File: src/hdl/brbq_pkg.sv
// ----------------------------------------------------------------------------
// brbq_pkg
// Shared widths, codes and beat types of the circular byte queue.
// ----------------------------------------------------------------------------
package brbq_pkg;

    localparam int BYTE_W            = 8;
    localparam int LEN_W             = 11;
    localparam int STORE_DEPTH_DEF   = 1024;
    localparam int MAX_READ          = 64;
    localparam int CMDQ_DEPTH        = 4;
    localparam logic [LEN_W-1:0] LEN_RESET = 11'd1024;

    // request codes
    localparam logic [1:0] REQ_WRITE = 2'd0;
    localparam logic [1:0] REQ_READ  = 2'd1;
    localparam logic [1:0] REQ_CLEAR = 2'd2;
    localparam logic [1:0] REQ_QUERY = 2'd3;

    // status codes
    localparam logic [1:0] ST_OK       = 2'd0;
    localparam logic [1:0] ST_OVERFLOW = 2'd1;
    localparam logic [1:0] ST_EMPTY    = 2'd2;
    localparam logic [1:0] ST_INVALID  = 2'd3;

    typedef struct packed {
        logic [1:0]        req_type;
        logic [BYTE_W-1:0] write_byte;
        logic [LEN_W-1:0]  transfer_length;
    } req_t;

    typedef struct packed {
        logic [BYTE_W-1:0] read_byte;
        logic [1:0]        status;
        logic [LEN_W-1:0]  transfer_count;
        logic [LEN_W-1:0]  used_bytes;
        logic              is_empty;
        logic              is_full;
        logic              last;
    } rsp_t;

    // one classified command from the front end to the back end
    typedef struct packed {
        logic              is_read;
        logic              wr_en;
        logic [LEN_W-1:0]  addr;
        logic [BYTE_W-1:0] data;
        logic [1:0]        status;
        logic [LEN_W-1:0]  count;
        logic [LEN_W-1:0]  used;
        logic              is_empty;
        logic              is_full;
    } cmd_t;

endpackage

File: src/hdl/brbq_cmd_queue.sv
// ----------------------------------------------------------------------------
// brbq_cmd_queue
// Short command queue between front end and back end.
// ----------------------------------------------------------------------------
module brbq_cmd_queue
    import brbq_pkg::*;
(
    input  logic clk,
    input  logic rst_n,
    input  logic push,
    input  cmd_t push_cmd,
    input  logic pop,
    output logic full,
    output logic not_empty,
    output cmd_t head
);

    localparam int QA_W = $clog2(CMDQ_DEPTH);
    localparam int QC_W = $clog2(CMDQ_DEPTH + 1);

    cmd_t            slot_reg [CMDQ_DEPTH];
    logic [QA_W-1:0] wr_ptr_reg, rd_ptr_reg;
    logic [QC_W-1:0] cnt_reg;

    assign full      = (cnt_reg == QC_W'(CMDQ_DEPTH));
    assign not_empty = (cnt_reg != '0);
    assign head      = slot_reg[rd_ptr_reg];

    always_ff @(posedge clk)
    begin
        if (push)
        begin
            slot_reg[wr_ptr_reg] <= push_cmd;
        end
    end

    always_ff @(posedge clk or negedge rst_n)
    begin
        if (!rst_n)
        begin
            wr_ptr_reg <= '0;
            rd_ptr_reg <= '0;
            cnt_reg    <= '0;
        end
        else
        begin
            if (push)
            begin
                wr_ptr_reg <= (wr_ptr_reg == QA_W'(CMDQ_DEPTH - 1)) ? '0 :
                              wr_ptr_reg + QA_W'(1);
            end
            if (pop)
            begin
                rd_ptr_reg <= (rd_ptr_reg == QA_W'(CMDQ_DEPTH - 1)) ? '0 :
                              rd_ptr_reg + QA_W'(1);
            end
            if (push && !pop)
            begin
                cnt_reg <= cnt_reg + QC_W'(1);
            end
            else if (pop && !push)
            begin
                cnt_reg <= cnt_reg - QC_W'(1);
            end
        end
    end

endmodule

File: config.mk
export PLATFORM = sky130hd
export DESIGN_NAME = brbq_cmd_queue
export DESIGN_NICKNAME = d
export VERILOG_FILES = /design/src/hdl/brbq_pkg.sv /design/src/hdl/brbq_cmd_queue.sv
export SDC_FILE = /design/constraint.sdc
export NUM_CORES = 1
export LEC_CHECK = 0
export BUFFER_PORTS_ARGS = -buffer_cell sky130_fd_sc_hd__buf_2
export CORE_MARGIN = 5
export CORE_UTILIZATION = 55
export CTS_CLUSTER_SIZE = 10
export DETAILED_ROUTE_END_ITERATION = 8
export PLACE_DENSITY = 0.81
export SYNTH_ARGS = -nofsm -noshare
export SYNTH_HDL_FRONTEND = slang
export SYNTH_SLANG_ARGS = --single-unit
File: constraint.sdc
create_clock -name clk -period 4.04 [get_ports clk]
set_clock_uncertainty 0.1 [all_clocks]
set_input_delay 0.404 -clock clk [delete_from_list [all_inputs] [get_ports clk]]
set_output_delay 0.404 -clock clk [all_outputs]
set_load 0.05 [all_outputs]
==> flow_summary.toml <==
[floorplanning]
die_y_microns = 125
io-pin-count = 100
fp.dieArea_sq_mm = 0.0155
start_util = 0.568
die_x_microns = 125
core.rowCount = 41
fp.coreArea_sq_mm = 0.0127

[finish]
stdcell_count = 579
largest_register_ffs = 188
fin_util = 0.662
area_growth_pct = 16.7
drive_gt1_frac = 0.442
fillers = 862
num_antenna_cells = 0
nNetsFinal = 454

[power]
power_leakage_nw = 2.91
p_per_area_mw_per_mm2 = 807
ir_worst_vdd_mv = 0.469

[synth]
synth.top_cells.by_area = "edfxtp_1 (78%), mux4_2 (14%), dfrtp_1 (2.4%)"
yosysMostFrequentCell = "edfxtp_1"
syn_area_sq_mm = 0.00722
async_flop_share = 0.0359
synth_nets = 341
yosysTopAreaCell = "edfxtp_1"
synth_warnings = 0
postSynthCellCount = 283
ys_top_cells_by_count = "edfxtp_1 (188), mux4_2 (45), dfrtp_1 (7)"
ys_ff_latch = 195
synth_top_cell_area_share = 0.782
synthFlopType = "edfxtp_1"
ys_seq_area_frac = 0.806
synth_cell_types = 22
syn_area_per_cell_sq_um = 25.5
synth_edf_count = 188

[place]
gp_congestion = 0.687
dp.cells = 548
port_buffers = 99
dp_hpwl_microns = 7460

[clock_tree]
holdBufCountCts = 1
path_clk_slew_ps = 60
cts_resized = 0
clock_latency_ps = 420
cts.path.max_buffers = 2
cts_setup_buffers = 0
cts_tree = "yes"
numCtsBuffers = 17
htree_num_levels = 4
root_buffer = "clkbuf_16"
clkSinkCount = 195

[detailed_routing]
via_per_inst = 5.51
wire_per_inst_microns = 20.8
route.met2.wl_microns = 5920
route.vias.total = 3190
firstDrtPassIters = 4
drtIter0Drc = 245
wirelength_met1_microns = 5120
drc_errors = 0
routed_wirelength_microns = 12000
topRoutingLayerUsed = "met5"
antenna_left = 0
wl_met3_microns = 758

[flow_run]
cap_violations = 0

[worst_hold_path]
hold_class = "in -> reg"

[global_route]
grt_pass1_vias = 3430
track_usage = 0.165
grt.overflow.total = 0
antenna_found_initial = 1
grt_max_degree = 51
grt_pass1_wl_microns = 19300

[setup_path]
crit_end = "head[41]"
worstPathMaxFanout = 50
endpoint_kind = "primary output"
startpoint_type = "flop"
r2r_setup_slack_ps = 1850
cp.required_ps = 3540
timing.rr.start = "wr_ptr_reg[0]"
critPathArrivalTime_ps = 2390
crit_path_start = "rd_ptr_reg[0]"
r2r_end = "slot_reg[0][17]"
r2r_cells = 4
path_class = "reg -> out"

[timing]
hold_viol_final = 0
rsz0062_at_grt = "no"
fin_hold_ws_ps = 97.3
setup_tns_ps = 0
drv_slew = 0
period_minus_slack_ps = 2890
post-route-period-util = 0.715
clock.fmax_mhz = 346
finalSetupViolations = 0
slew_headroom = 0.350
tightest_slew_ps = 975

[run_status]
status = "finished clean"
## cell families (layout without fill, tap and decap cells)
logic type      after synthesis  count (layout)  share of synthesized area
xor+xnor                      3               3                    0.00364
buf+inv                      15             139                     0.0154
simple gates                 11              11                    0.00797
compound gates                2               2                    0.00139
flops                       195             195                      0.806
mux                          50              50                      0.152
fa+ha+maj                     7               7                     0.0132
## layout make-up
cell class / instances / area [sq um] / area share
clock inverter: 9 / 90.1 / 0.0107
tap: 172 / 215 / 0.0255
multi-input combinational: 73 / 1290 / 0.154
clock buffer: 21 / 440 / 0.0523
inverter: 4 / 15.0 / 0.00178
sequential: 195 / 5830 / 0.692
timing repair buffer: 105 / 543 / 0.0645
## critical path, stage by stage (launching register included)
cell and delay (ps):
dfrtp_4 1070, mux4_2 630, buf_2 230
## per-stage QoR
stage / power (W) / instance area [sq um] / worst slack (ps)
global placement: 0.00532 / 7880 / 1520
finish: 0.00679 / 8420 / 1150
global route: 0.00710 / 8420 / 961
CTS: 0.00689 / 8420 / 1070
floorplan: 0.00486 / 7220 / 1780
detailed placement: 0.00537 / 7880 / 1530
## cell usage in the layout (no fill, tap or decap)
master and n:
or3_1 1, xor2_1 2, fa_1 1, inv_1 4, nand2_1 2, o21ai_0 2
buf_2 99, bufinv_16 2, nor2_1 3, dfrtp_4 1, mux4_2 45, mux4_1 2
xnor2_1 1, mux2_2 3, dfrtp_2 1, dlygate4sd3_1 1, buf_4 5, clkinv_1 4
nor3b_1 1, dfrtp_1 5, ha_1 6, edfxtp_1 188, clkbuf_1 4, clkinv_2 3
clkbuf_16 17, and2_2 4
## per-layer routing
metal,up-vias,GRT usage
li1,1430,-
met1,1649,0.221
met2,90,0.252
met3,19,0.0562
met4,2,0.0677
met5,-,0
## where the power goes
group / internal, W / switching [W] / total [W]
registers: 0.00260 / 0.000302 / 0.00290
logic: 0.000768 / 0.00160 / 0.00237
clock network: 0.000891 / 0.000630 / 0.00152
total: 0.00426 / 0.00253 / 0.00679
## worst min path at each step
stage	depth (start not counted)	to	from	slack, ps
6_report	1	slot_reg[1][27]	push_cmd[27]	100
2_1_floorplan	0	cnt_reg[0]	rst_n	8
4_1_cts	1	slot_reg[2][38]	push_cmd[38]	80
3_5_place_dp	1	cnt_reg[1]	rst_n	160
3_3_place_gp	1	cnt_reg[1]	rst_n	150
5_1_grt	1	slot_reg[1][11]	push_cmd[11]	80
(Power assumes the default switching activity.)
