## config.mk

```make
export PLATFORM = sky130hd
export DESIGN_NAME = brbq_front
export DESIGN_NICKNAME = d
export VERILOG_FILES = /design/src/hdl/brbq_pkg.sv /design/src/hdl/brbq_front.sv
export SDC_FILE = /design/constraint.sdc
export NUM_CORES = 1
export LEC_CHECK = 0
export BUFFER_PORTS_ARGS = -buffer_cell sky130_fd_sc_hd__buf_2
export CAP_MARGIN = 20
export CORE_UTILIZATION = 25
export CTS_BUF_LIST = sky130_fd_sc_hd__clkbuf_4
export DETAILED_ROUTE_END_ITERATION = 16
export GPL_TIMING_DRIVEN = 0
export SYNTH_ARGS = -nofsm -noshare
export SYNTH_HDL_FRONTEND = slang
export SYNTH_SLANG_ARGS = --single-unit
```

## constraint.sdc

```tcl
create_clock -name clk -period 7.8 [get_ports clk]
set_input_delay 0.39 -clock clk [delete_from_list [all_inputs] [get_ports clk]]
set_output_delay 0.39 -clock clk [all_outputs]
set_load 0.005 [all_outputs]
```

## src/hdl/brbq_pkg.sv

```systemverilog
// ----------------------------------------------------------------------------
// brbq_pkg
// Shared widths, codes and beat types of the circular byte queue.
// ----------------------------------------------------------------------------
package brbq_pkg;

    localparam int BYTE_W            = 8;
    localparam int LEN_W             = 11;
    localparam int STORE_DEPTH_DEF   = 1024;
    localparam int MAX_READ          = 64;
    localparam int CMDQ_DEPTH        = 4;
    localparam logic [LEN_W-1:0] LEN_RESET = 11'd1024;

    // request codes
    localparam logic [1:0] REQ_WRITE = 2'd0;
    localparam logic [1:0] REQ_READ  = 2'd1;
    localparam logic [1:0] REQ_CLEAR = 2'd2;
    localparam logic [1:0] REQ_QUERY = 2'd3;

    // status codes
    localparam logic [1:0] ST_OK       = 2'd0;
    localparam logic [1:0] ST_OVERFLOW = 2'd1;
    localparam logic [1:0] ST_EMPTY    = 2'd2;
    localparam logic [1:0] ST_INVALID  = 2'd3;

    typedef struct packed {
        logic [1:0]        req_type;
        logic [BYTE_W-1:0] write_byte;
        logic [LEN_W-1:0]  transfer_length;
    } req_t;

    typedef struct packed {
        logic [BYTE_W-1:0] read_byte;
        logic [1:0]        status;
        logic [LEN_W-1:0]  transfer_count;
        logic [LEN_W-1:0]  used_bytes;
        logic              is_empty;
        logic              is_full;
        logic              last;
    } rsp_t;

    // one classified command from the front end to the back end
    typedef struct packed {
        logic              is_read;
        logic              wr_en;
        logic [LEN_W-1:0]  addr;
        logic [BYTE_W-1:0] data;
        logic [1:0]        status;
        logic [LEN_W-1:0]  count;
        logic [LEN_W-1:0]  used;
        logic              is_empty;
        logic              is_full;
    } cmd_t;

endpackage

```

## src/hdl/brbq_front.sv

```systemverilog
// ----------------------------------------------------------------------------
// brbq_front
// Classify requests, own pointers and used count, push commands.
// ----------------------------------------------------------------------------
module brbq_front
    import brbq_pkg::*;
#(
    parameter int STORE_DEPTH = STORE_DEPTH_DEF
)
(
    input  logic             clk,
    input  logic             rst_n,
    input  logic             start,
    input  req_t             request,
    input  logic             cfg_wr_en,
    input  logic [LEN_W-1:0] cfg_wr_data,
    input  logic             q_full,
    output logic             busy,
    output logic             push,
    output cmd_t             push_cmd,
    output logic [LEN_W-1:0] act_len
);

    logic [LEN_W-1:0] len_cfg_reg;
    logic [LEN_W-1:0] rp_reg, rp_next;
    logic [LEN_W-1:0] wp_reg, wp_next;
    logic [LEN_W-1:0] used_reg, used_next;
    logic [LEN_W-1:0] wleft_reg, wleft_next;
    logic             granted_reg, granted_next;

    assign busy = q_full;
    assign push = start && !busy;

    always_comb
    begin
        if (len_cfg_reg == '0)
        begin
            act_len = LEN_W'(1);
        end
        else if (32'(len_cfg_reg) > STORE_DEPTH)
        begin
            act_len = LEN_W'(STORE_DEPTH);
        end
        else
        begin
            act_len = len_cfg_reg;
        end
    end

    always_comb
    begin
        logic [LEN_W:0]   sum;
        logic [LEN_W:0]   wp_inc;
        logic [LEN_W:0]   rp_adv;
        logic [LEN_W-1:0] tl;
        logic [LEN_W-1:0] n_tmp;
        logic [LEN_W-1:0] n;
        logic             enq;

        tl     = request.transfer_length;
        sum    = {1'b0, used_reg} + {1'b0, tl};
        wp_inc = {1'b0, wp_reg} + (LEN_W+1)'(1);
        n_tmp  = (tl > used_reg) ? used_reg : tl;
        n      = (n_tmp > LEN_W'(MAX_READ)) ? LEN_W'(MAX_READ) : n_tmp;
        rp_adv = {1'b0, rp_reg} + {1'b0, n};
        enq    = 1'b0;

        rp_next      = rp_reg;
        wp_next      = wp_reg;
        used_next    = used_reg;
        wleft_next   = '0;
        granted_next = 1'b0;

        push_cmd         = '0;
        push_cmd.addr    = wp_reg;
        push_cmd.data    = request.write_byte;
        push_cmd.status  = ST_OK;

        case (request.req_type)
            REQ_WRITE:
            begin
                wleft_next   = wleft_reg;
                granted_next = granted_reg;
                if (wleft_reg == '0)
                begin
                    if (tl == '0)
                    begin
                        push_cmd.status = ST_INVALID;
                    end
                    else if (sum > {1'b0, act_len})
                    begin
                        push_cmd.status = ST_OVERFLOW;
                        granted_next    = 1'b0;
                        wleft_next      = tl - LEN_W'(1);
                    end
                    else
                    begin
                        granted_next   = 1'b1;
                        wleft_next     = tl - LEN_W'(1);
                        enq            = 1'b1;
                        push_cmd.count = tl;
                    end
                end
                else
                begin
                    wleft_next = wleft_reg - LEN_W'(1);
                    if (granted_reg && (used_reg < act_len))
                    begin
                        enq = 1'b1;
                    end
                    else
                    begin
                        push_cmd.status = ST_OVERFLOW;
                    end
                end
                if (wleft_next == '0)
                begin
                    granted_next = 1'b0;
                end
                if (enq)
                begin
                    push_cmd.wr_en = 1'b1;
                    wp_next   = (wp_inc >= {1'b0, act_len}) ? '0 : wp_inc[LEN_W-1:0];
                    used_next = used_reg + LEN_W'(1);
                end
            end
            REQ_READ:
            begin
                if (used_reg == '0)
                begin
                    push_cmd.status = ST_EMPTY;
                end
                else if (n != '0)
                begin
                    push_cmd.is_read = 1'b1;
                    push_cmd.addr    = rp_reg;
                    push_cmd.count   = n;
                    used_next        = used_reg - n;
                    rp_next = (rp_adv >= {1'b0, act_len}) ?
                              LEN_W'(rp_adv - {1'b0, act_len}) : rp_adv[LEN_W-1:0];
                end
            end
            REQ_CLEAR:
            begin
                rp_next   = '0;
                wp_next   = '0;
                used_next = '0;
            end
            default:
            begin
                // query: state unchanged, pending transfer ends
            end
        endcase

        push_cmd.used     = used_next;
        push_cmd.is_empty = (used_next == '0);
        push_cmd.is_full  = (used_next == act_len);
    end

    always_ff @(posedge clk or negedge rst_n)
    begin
        if (!rst_n)
        begin
            len_cfg_reg <= LEN_RESET;
            rp_reg      <= '0;
            wp_reg      <= '0;
            used_reg    <= '0;
            wleft_reg   <= '0;
            granted_reg <= 1'b0;
        end
        else if (cfg_wr_en)
        begin
            len_cfg_reg <= cfg_wr_data;
            rp_reg      <= '0;
            wp_reg      <= '0;
            used_reg    <= '0;
            wleft_reg   <= '0;
            granted_reg <= 1'b0;
        end
        else if (push)
        begin
            rp_reg      <= rp_next;
            wp_reg      <= wp_next;
            used_reg    <= used_next;
            wleft_reg   <= wleft_next;
            granted_reg <= granted_next;
        end
    end

endmodule

```

==> impl_metrics.xml <==
<?xml version="1.0" encoding="UTF-8"?>
<metrics>
  <group name="finish">
    <metric name="finalCoreUtilization" unit="%">29.2</metric>
    <metric name="final-instance-count-excl-fill" unit="">1390</metric>
    <metric name="layout-drive-gt1-share" unit="%">16.7</metric>
    <metric name="combined_area_of_the_multi_input_logic_cells" unit="um2">5420</metric>
    <metric name="layout.area.seq" unit="um2">1400</metric>
    <metric name="n_fill_cell" unit="">3083</metric>
    <metric name="ant_cells" unit="">0</metric>
    <metric name="design.final.nets" unit="">1145</metric>
    <metric name="syn2layout_area_growth" unit="%">13.8</metric>
    <metric name="final_instance_area" unit="um2">8230</metric>
  </group>
  <group name="clocking">
    <metric name="clockRootBuffer" unit="">sky130_fd_sc_hd__clkbuf_4</metric>
    <metric name="clock_tree.buffer_depth" unit="">2</metric>
    <metric name="ctsHoldBuffers" unit="">0</metric>
    <metric name="clock_tree_from_tritoncts" unit="">built</metric>
    <metric name="cts_buffers" unit="">5</metric>
    <metric name="cts.repair_timing.setup_buffer_count" unit="">0</metric>
    <metric name="htree_levels" unit="">2</metric>
    <metric name="worst_skew_pair.late_latency" unit="ps">460</metric>
    <metric name="clock_sink_count" unit="">56</metric>
    <metric name="cts.clk_slew.worst_paths" unit="ps">210</metric>
  </group>
  <group name="global_route">
    <metric name="globalRouteMet1Util" unit="%">23.7</metric>
    <metric name="grt_start_max_net_pins" unit="">57</metric>
    <metric name="wire_length_of_the_first_global_routing_pass" unit="um">38300</metric>
    <metric name="track_usage" unit="%">17.1</metric>
    <metric name="grt_overflow" unit="">0</metric>
    <metric name="groute.layer.met3.usage" unit="%">2.38</metric>
    <metric name="busiest_layer" unit="">met2</metric>
    <metric name="gr-usage-met2" unit="%">27.1</metric>
    <metric name="grt_pass1_vias" unit="">6601</metric>
    <metric name="number_of_antenna_violations_at_the_first_check_in_global_routing" unit="">0</metric>
  </group>
  <group name="floorplanning">
    <metric name="die_w" unit="um">172</metric>
    <metric name="core.rowCount" unit="">61</metric>
    <metric name="initial_core_utilization" unit="%">25.7</metric>
    <metric name="design.portCount" unit="">97</metric>
    <metric name="die_area" unit="um2">29600</metric>
    <metric name="coreArea" unit="um2">28200</metric>
    <metric name="die_h" unit="um">172</metric>
  </group>
  <group name="sta">
    <metric name="post-route-min-period" unit="ps">7350</metric>
    <metric name="timing.setup.tns" unit="ps">0</metric>
    <metric name="maxClockFrequency" unit="GHz">0.136</metric>
    <metric name="whs" unit="ps">-21.7</metric>
    <metric name="worst-slew-pin-transition" unit="ps">824</metric>
    <metric name="slew-limit-headroom" unit="%">44.8</metric>
    <metric name="rsz0062_at_grt" unit="">no</metric>
    <metric name="hold_viol_final" unit="">17</metric>
    <metric name="setup_slack" unit="ps">452</metric>
    <metric name="setup_viol" unit="">0</metric>
    <metric name="timing.clock.skew" unit="ps">38.3</metric>
    <metric name="slew_viol_final" unit="">0</metric>
    <metric name="timing.final.crit_share" unit="%">94.2</metric>
  </group>
  <group name="worst_setup_path">
    <metric name="setup_crit_start_kind" unit="">flip-flop</metric>
    <metric name="critical_path.endpoint_type" unit="">output pin</metric>
    <metric name="critical_path_peak_fanout" unit="">8</metric>
    <metric name="crit_arrival" unit="ps">6960</metric>
    <metric name="required_time_at_the_endpoint_of_the_critical_path" unit="ps">7410</metric>
    <metric name="timing_worst_setup_path_type" unit="">reg2out</metric>
  </group>
  <group name="pwr">
    <metric name="clock_power_share" unit="%">8.8</metric>
    <metric name="sequentialPowerShare" unit="%">22.5</metric>
    <metric name="cellLeakagePower" unit="nW">3.85</metric>
    <metric name="power.internal" unit="mW">0.847</metric>
    <metric name="sw_frac_of_total" unit="%">49.9</metric>
    <metric name="power.density" unit="nW/um2">205</metric>
    <metric name="share_comb_of_total_power" unit="%">68.6</metric>
    <metric name="worst_ir_drop_vdd" unit="mV">0.183</metric>
    <metric name="power.net_switching" unit="mW">0.845</metric>
  </group>
  <group name="placed_design">
    <metric name="placed_cells_incl_taps" unit="">1383</metric>
    <metric name="dp_worst_setup_slack" unit="ps">627</metric>
    <metric name="place.port_buffers" unit="">87</metric>
    <metric name="place_congestion" unit="">0.934</metric>
    <metric name="place.detailed.hpwl" unit="um">20100</metric>
    <metric name="dpl-instance-area" unit="um2">8170</metric>
  </group>
  <group name="routing">
    <metric name="wire_per_inst" unit="um">18.3</metric>
    <metric name="routed_antenna_nets" unit="">0</metric>
    <metric name="postRouteWirelength" unit="um">25400</metric>
    <metric name="initialDrtViolationCount" unit="">554</metric>
    <metric name="drc" unit="">0</metric>
    <metric name="drt-pass1-iter-count" unit="">5</metric>
    <metric name="total_via_count_in_the_routed_design" unit="">7275</metric>
    <metric name="vias_per_cell" unit="">5.23</metric>
  </group>
  <group name="yosys">
    <metric name="ys.warnings.count" unit="">0</metric>
    <metric name="number_of_synthesized_flops_with_an_enable_pin" unit="">0</metric>
    <metric name="yosys.cell_types.count" unit="">98</metric>
    <metric name="syn-instance-count" unit="">913</metric>
    <metric name="ys_ff_latch" unit="">56</metric>
    <metric name="synth-async-reset-ratio" unit="%">100</metric>
    <metric name="synth-seq-area-share" unit="%">19.4</metric>
    <metric name="synth_area" unit="um2">7240</metric>
    <metric name="ys.flop_type" unit="">sky130_fd_sc_hd__dfrtp_1</metric>
    <metric name="synth_area_per_cell" unit="um2">7.93</metric>
  </group>
  <group name="worst_hold_path">
    <metric name="min_path_type" unit="">in2async</metric>
  </group>
  <group name="outcome">
    <metric name="failed_checks" unit="">negative hold slack</metric>
    <metric name="run_status" unit="">complete, but fails checks</metric>
  </group>
  <group name="flow_run">
    <metric name="max_cap_viol_count" unit="">0</metric>
  </group>
</metrics>
==> logic make-up (layout without fill, tap and decap cells) <==
kind of cell	count (synthesis)	count (layout)	share of synthesized area, %
XOR/XNOR	58	58	7.28
buffers and inverters	104	198	6.19
flip-flops	56	56	19.4
AO/OA/AOI/OAI	264	264	26.2
multiplexers	13	13	2.04
AND/OR/NAND/NOR	320	320	21.8
adder cells (fa/ha/maj)	96	96	17.0
other	2	7	0.104
==> critical path: stages, from the launching register on <==
cell and delay [ps]:
sky130_fd_sc_hd__dfrtp_1 540, sky130_fd_sc_hd__clkbuf_1 350, sky130_fd_sc_hd__inv_1 150, sky130_fd_sc_hd__ha_1 340, sky130_fd_sc_hd__nand4_1 200, sky130_fd_sc_hd__a211oi_2 110
sky130_fd_sc_hd__a2111oi_4 490, sky130_fd_sc_hd__o21ai_0 250, sky130_fd_sc_hd__and2_1 240, sky130_fd_sc_hd__o31ai_2 440, sky130_fd_sc_hd__nor2_1 200, sky130_fd_sc_hd__inv_1 180
sky130_fd_sc_hd__ha_1 250, sky130_fd_sc_hd__nor2b_1 140, sky130_fd_sc_hd__o31a_1 280, sky130_fd_sc_hd__o31ai_1 300, sky130_fd_sc_hd__a21oi_1 160, sky130_fd_sc_hd__a31oi_1 220
sky130_fd_sc_hd__xor2_1 200, sky130_fd_sc_hd__nor2_2 70, sky130_fd_sc_hd__a221oi_4 360, sky130_fd_sc_hd__xnor2_1 110, sky130_fd_sc_hd__or4_1 430, sky130_fd_sc_hd__nor4b_2 310
sky130_fd_sc_hd__buf_2 180
==> routing by layer <==
metal  up-vias  part of all wire [%]
met1      3448                    46
met4         0                   2.7
li1       3506                     -
met2       274                    45
met5         -                     0
met3        47                   6.5
==> power groups by stage <==
stage / sequential [mW] / clock, mW / combinational [mW]
6_report: 0.381 / 0.150 / 1.16
5_1_grt: 0.387 / 0.163 / 1.29
4_1_cts: 0.380 / 0.155 / 1.15
3_5_place_dp: 0.386 / 0 / 1.14
3_3_place_gp: 0.386 / 0 / 1.13
2_1_floorplan: 0.366 / 0 / 0.862
==> final timing paths <==
path	cells after the start	to	slack, ps	from
max	24	push_cmd[0]	450	used_reg[7]
min	1	rp_reg[6]	-20	rst_n
max in group asynchronous	1	wleft_reg[7]	7240	rst_n
min in group clk	2	len_cfg_reg[2]	160	cfg_wr_data[2]
min reg2reg	2	rp_reg[10]	540	rp_reg[10]
max reg2reg	26	rp_reg[9]	620	used_reg[7]
==> cells in the final DEF, fill, tap and decap left out, types with 19 or more instances in the layout <==
cell type,count
sky130_fd_sc_hd__buf_2,88
sky130_fd_sc_hd__a211oi_1,20
sky130_fd_sc_hd__inv_1,62
sky130_fd_sc_hd__nand2_1,114
sky130_fd_sc_hd__o21ai_0,66
sky130_fd_sc_hd__a21oi_1,47
sky130_fd_sc_hd__clkbuf_1,20
sky130_fd_sc_hd__ha_1,92
sky130_fd_sc_hd__nor2_1,68
sky130_fd_sc_hd__xor2_1,19
sky130_fd_sc_hd__nand3_1,29
sky130_fd_sc_hd__dfrtp_1,55
sky130_fd_sc_hd__xnor2_1,38
==> metrics by stage <==
step	hold WS, ps	total power [mW]
after detailed placement	506	1.53
after floorplan	94.4	1.23
after global routing	34.5	1.84
final	-21.7	1.69
after CTS	6.12	1.68
after global placement	485	1.51
==> area by class of cell <==
type / count / share of cell area (%)
Inverter: 64 / 2.92
Sequential cell: 56 / 17.0
Timing Repair Buffer: 87 / 5.32
Tap cell: 378 / 5.74
Multi-Input combinational cell: 758 / 65.8
Clock buffer: 5 / 0.456
Clock inverter: 2 / 0.152
Buffer: 40 / 2.55
==> synthesized netlist by cell type (3+ instances only) <==
cell                        instances  share of area [%]
sky130_fd_sc_hd__o21a_1             6               0.62
sky130_fd_sc_hd__ha_1              92                 16
sky130_fd_sc_hd__o31a_1             6               0.73
sky130_fd_sc_hd__o2111ai_1          4               0.48
sky130_fd_sc_hd__nor2b_1            8               0.69
sky130_fd_sc_hd__buf_1              4               0.21
sky130_fd_sc_hd__nand3_1           29                2.0
sky130_fd_sc_hd__o31ai_1           16                1.7
sky130_fd_sc_hd__o211ai_1           5               0.52
sky130_fd_sc_hd__a41oi_1            3               0.36
sky130_fd_sc_hd__nor4_1            12                1.0
sky130_fd_sc_hd__buf_4              9               0.93
sky130_fd_sc_hd__nand3b_1           4               0.41
sky130_fd_sc_hd__a22o_1            15                1.8
sky130_fd_sc_hd__and2_1            10               0.86
sky130_fd_sc_hd__o21bai_1          10                1.0
sky130_fd_sc_hd__a21o_1            13                1.3
sky130_fd_sc_hd__xnor2_1           38                4.6
sky130_fd_sc_hd__fa_1               4                1.1
sky130_fd_sc_hd__nand4_1           11               0.95
sky130_fd_sc_hd__a21oi_1           48                3.3
sky130_fd_sc_hd__clkbuf_1          22                1.1
sky130_fd_sc_hd__dfrtp_1           55                 19
sky130_fd_sc_hd__o21ai_0           66                4.6
sky130_fd_sc_hd__inv_1             62                3.2
sky130_fd_sc_hd__and3_1             9               0.78
sky130_fd_sc_hd__or2_2              3               0.26
sky130_fd_sc_hd__nor3_1            12               0.83
sky130_fd_sc_hd__nand2_1          114                5.9
sky130_fd_sc_hd__a31oi_1            5               0.43
sky130_fd_sc_hd__xor2_1            19                2.3
sky130_fd_sc_hd__a211oi_1          21                2.2
sky130_fd_sc_hd__or3_1              7               0.61
sky130_fd_sc_hd__o22ai_1            3               0.26
sky130_fd_sc_hd__nor2_1            68                3.5
sky130_fd_sc_hd__nand2b_1           7               0.61
sky130_fd_sc_hd__a21boi_0           8               0.83
sky130_fd_sc_hd__mux2_2             9                1.4
sky130_fd_sc_hd__or4_1              3               0.31
==> what timing repair did <==
item | 4_1_cts | 5_1_grt
gates resized for setup | 0 | 7
endpoints found under the setup margin | 0 | 11
endpoints found under the hold margin | 0 | 0
No activity file was read; power rests on OpenSTA's default activity.
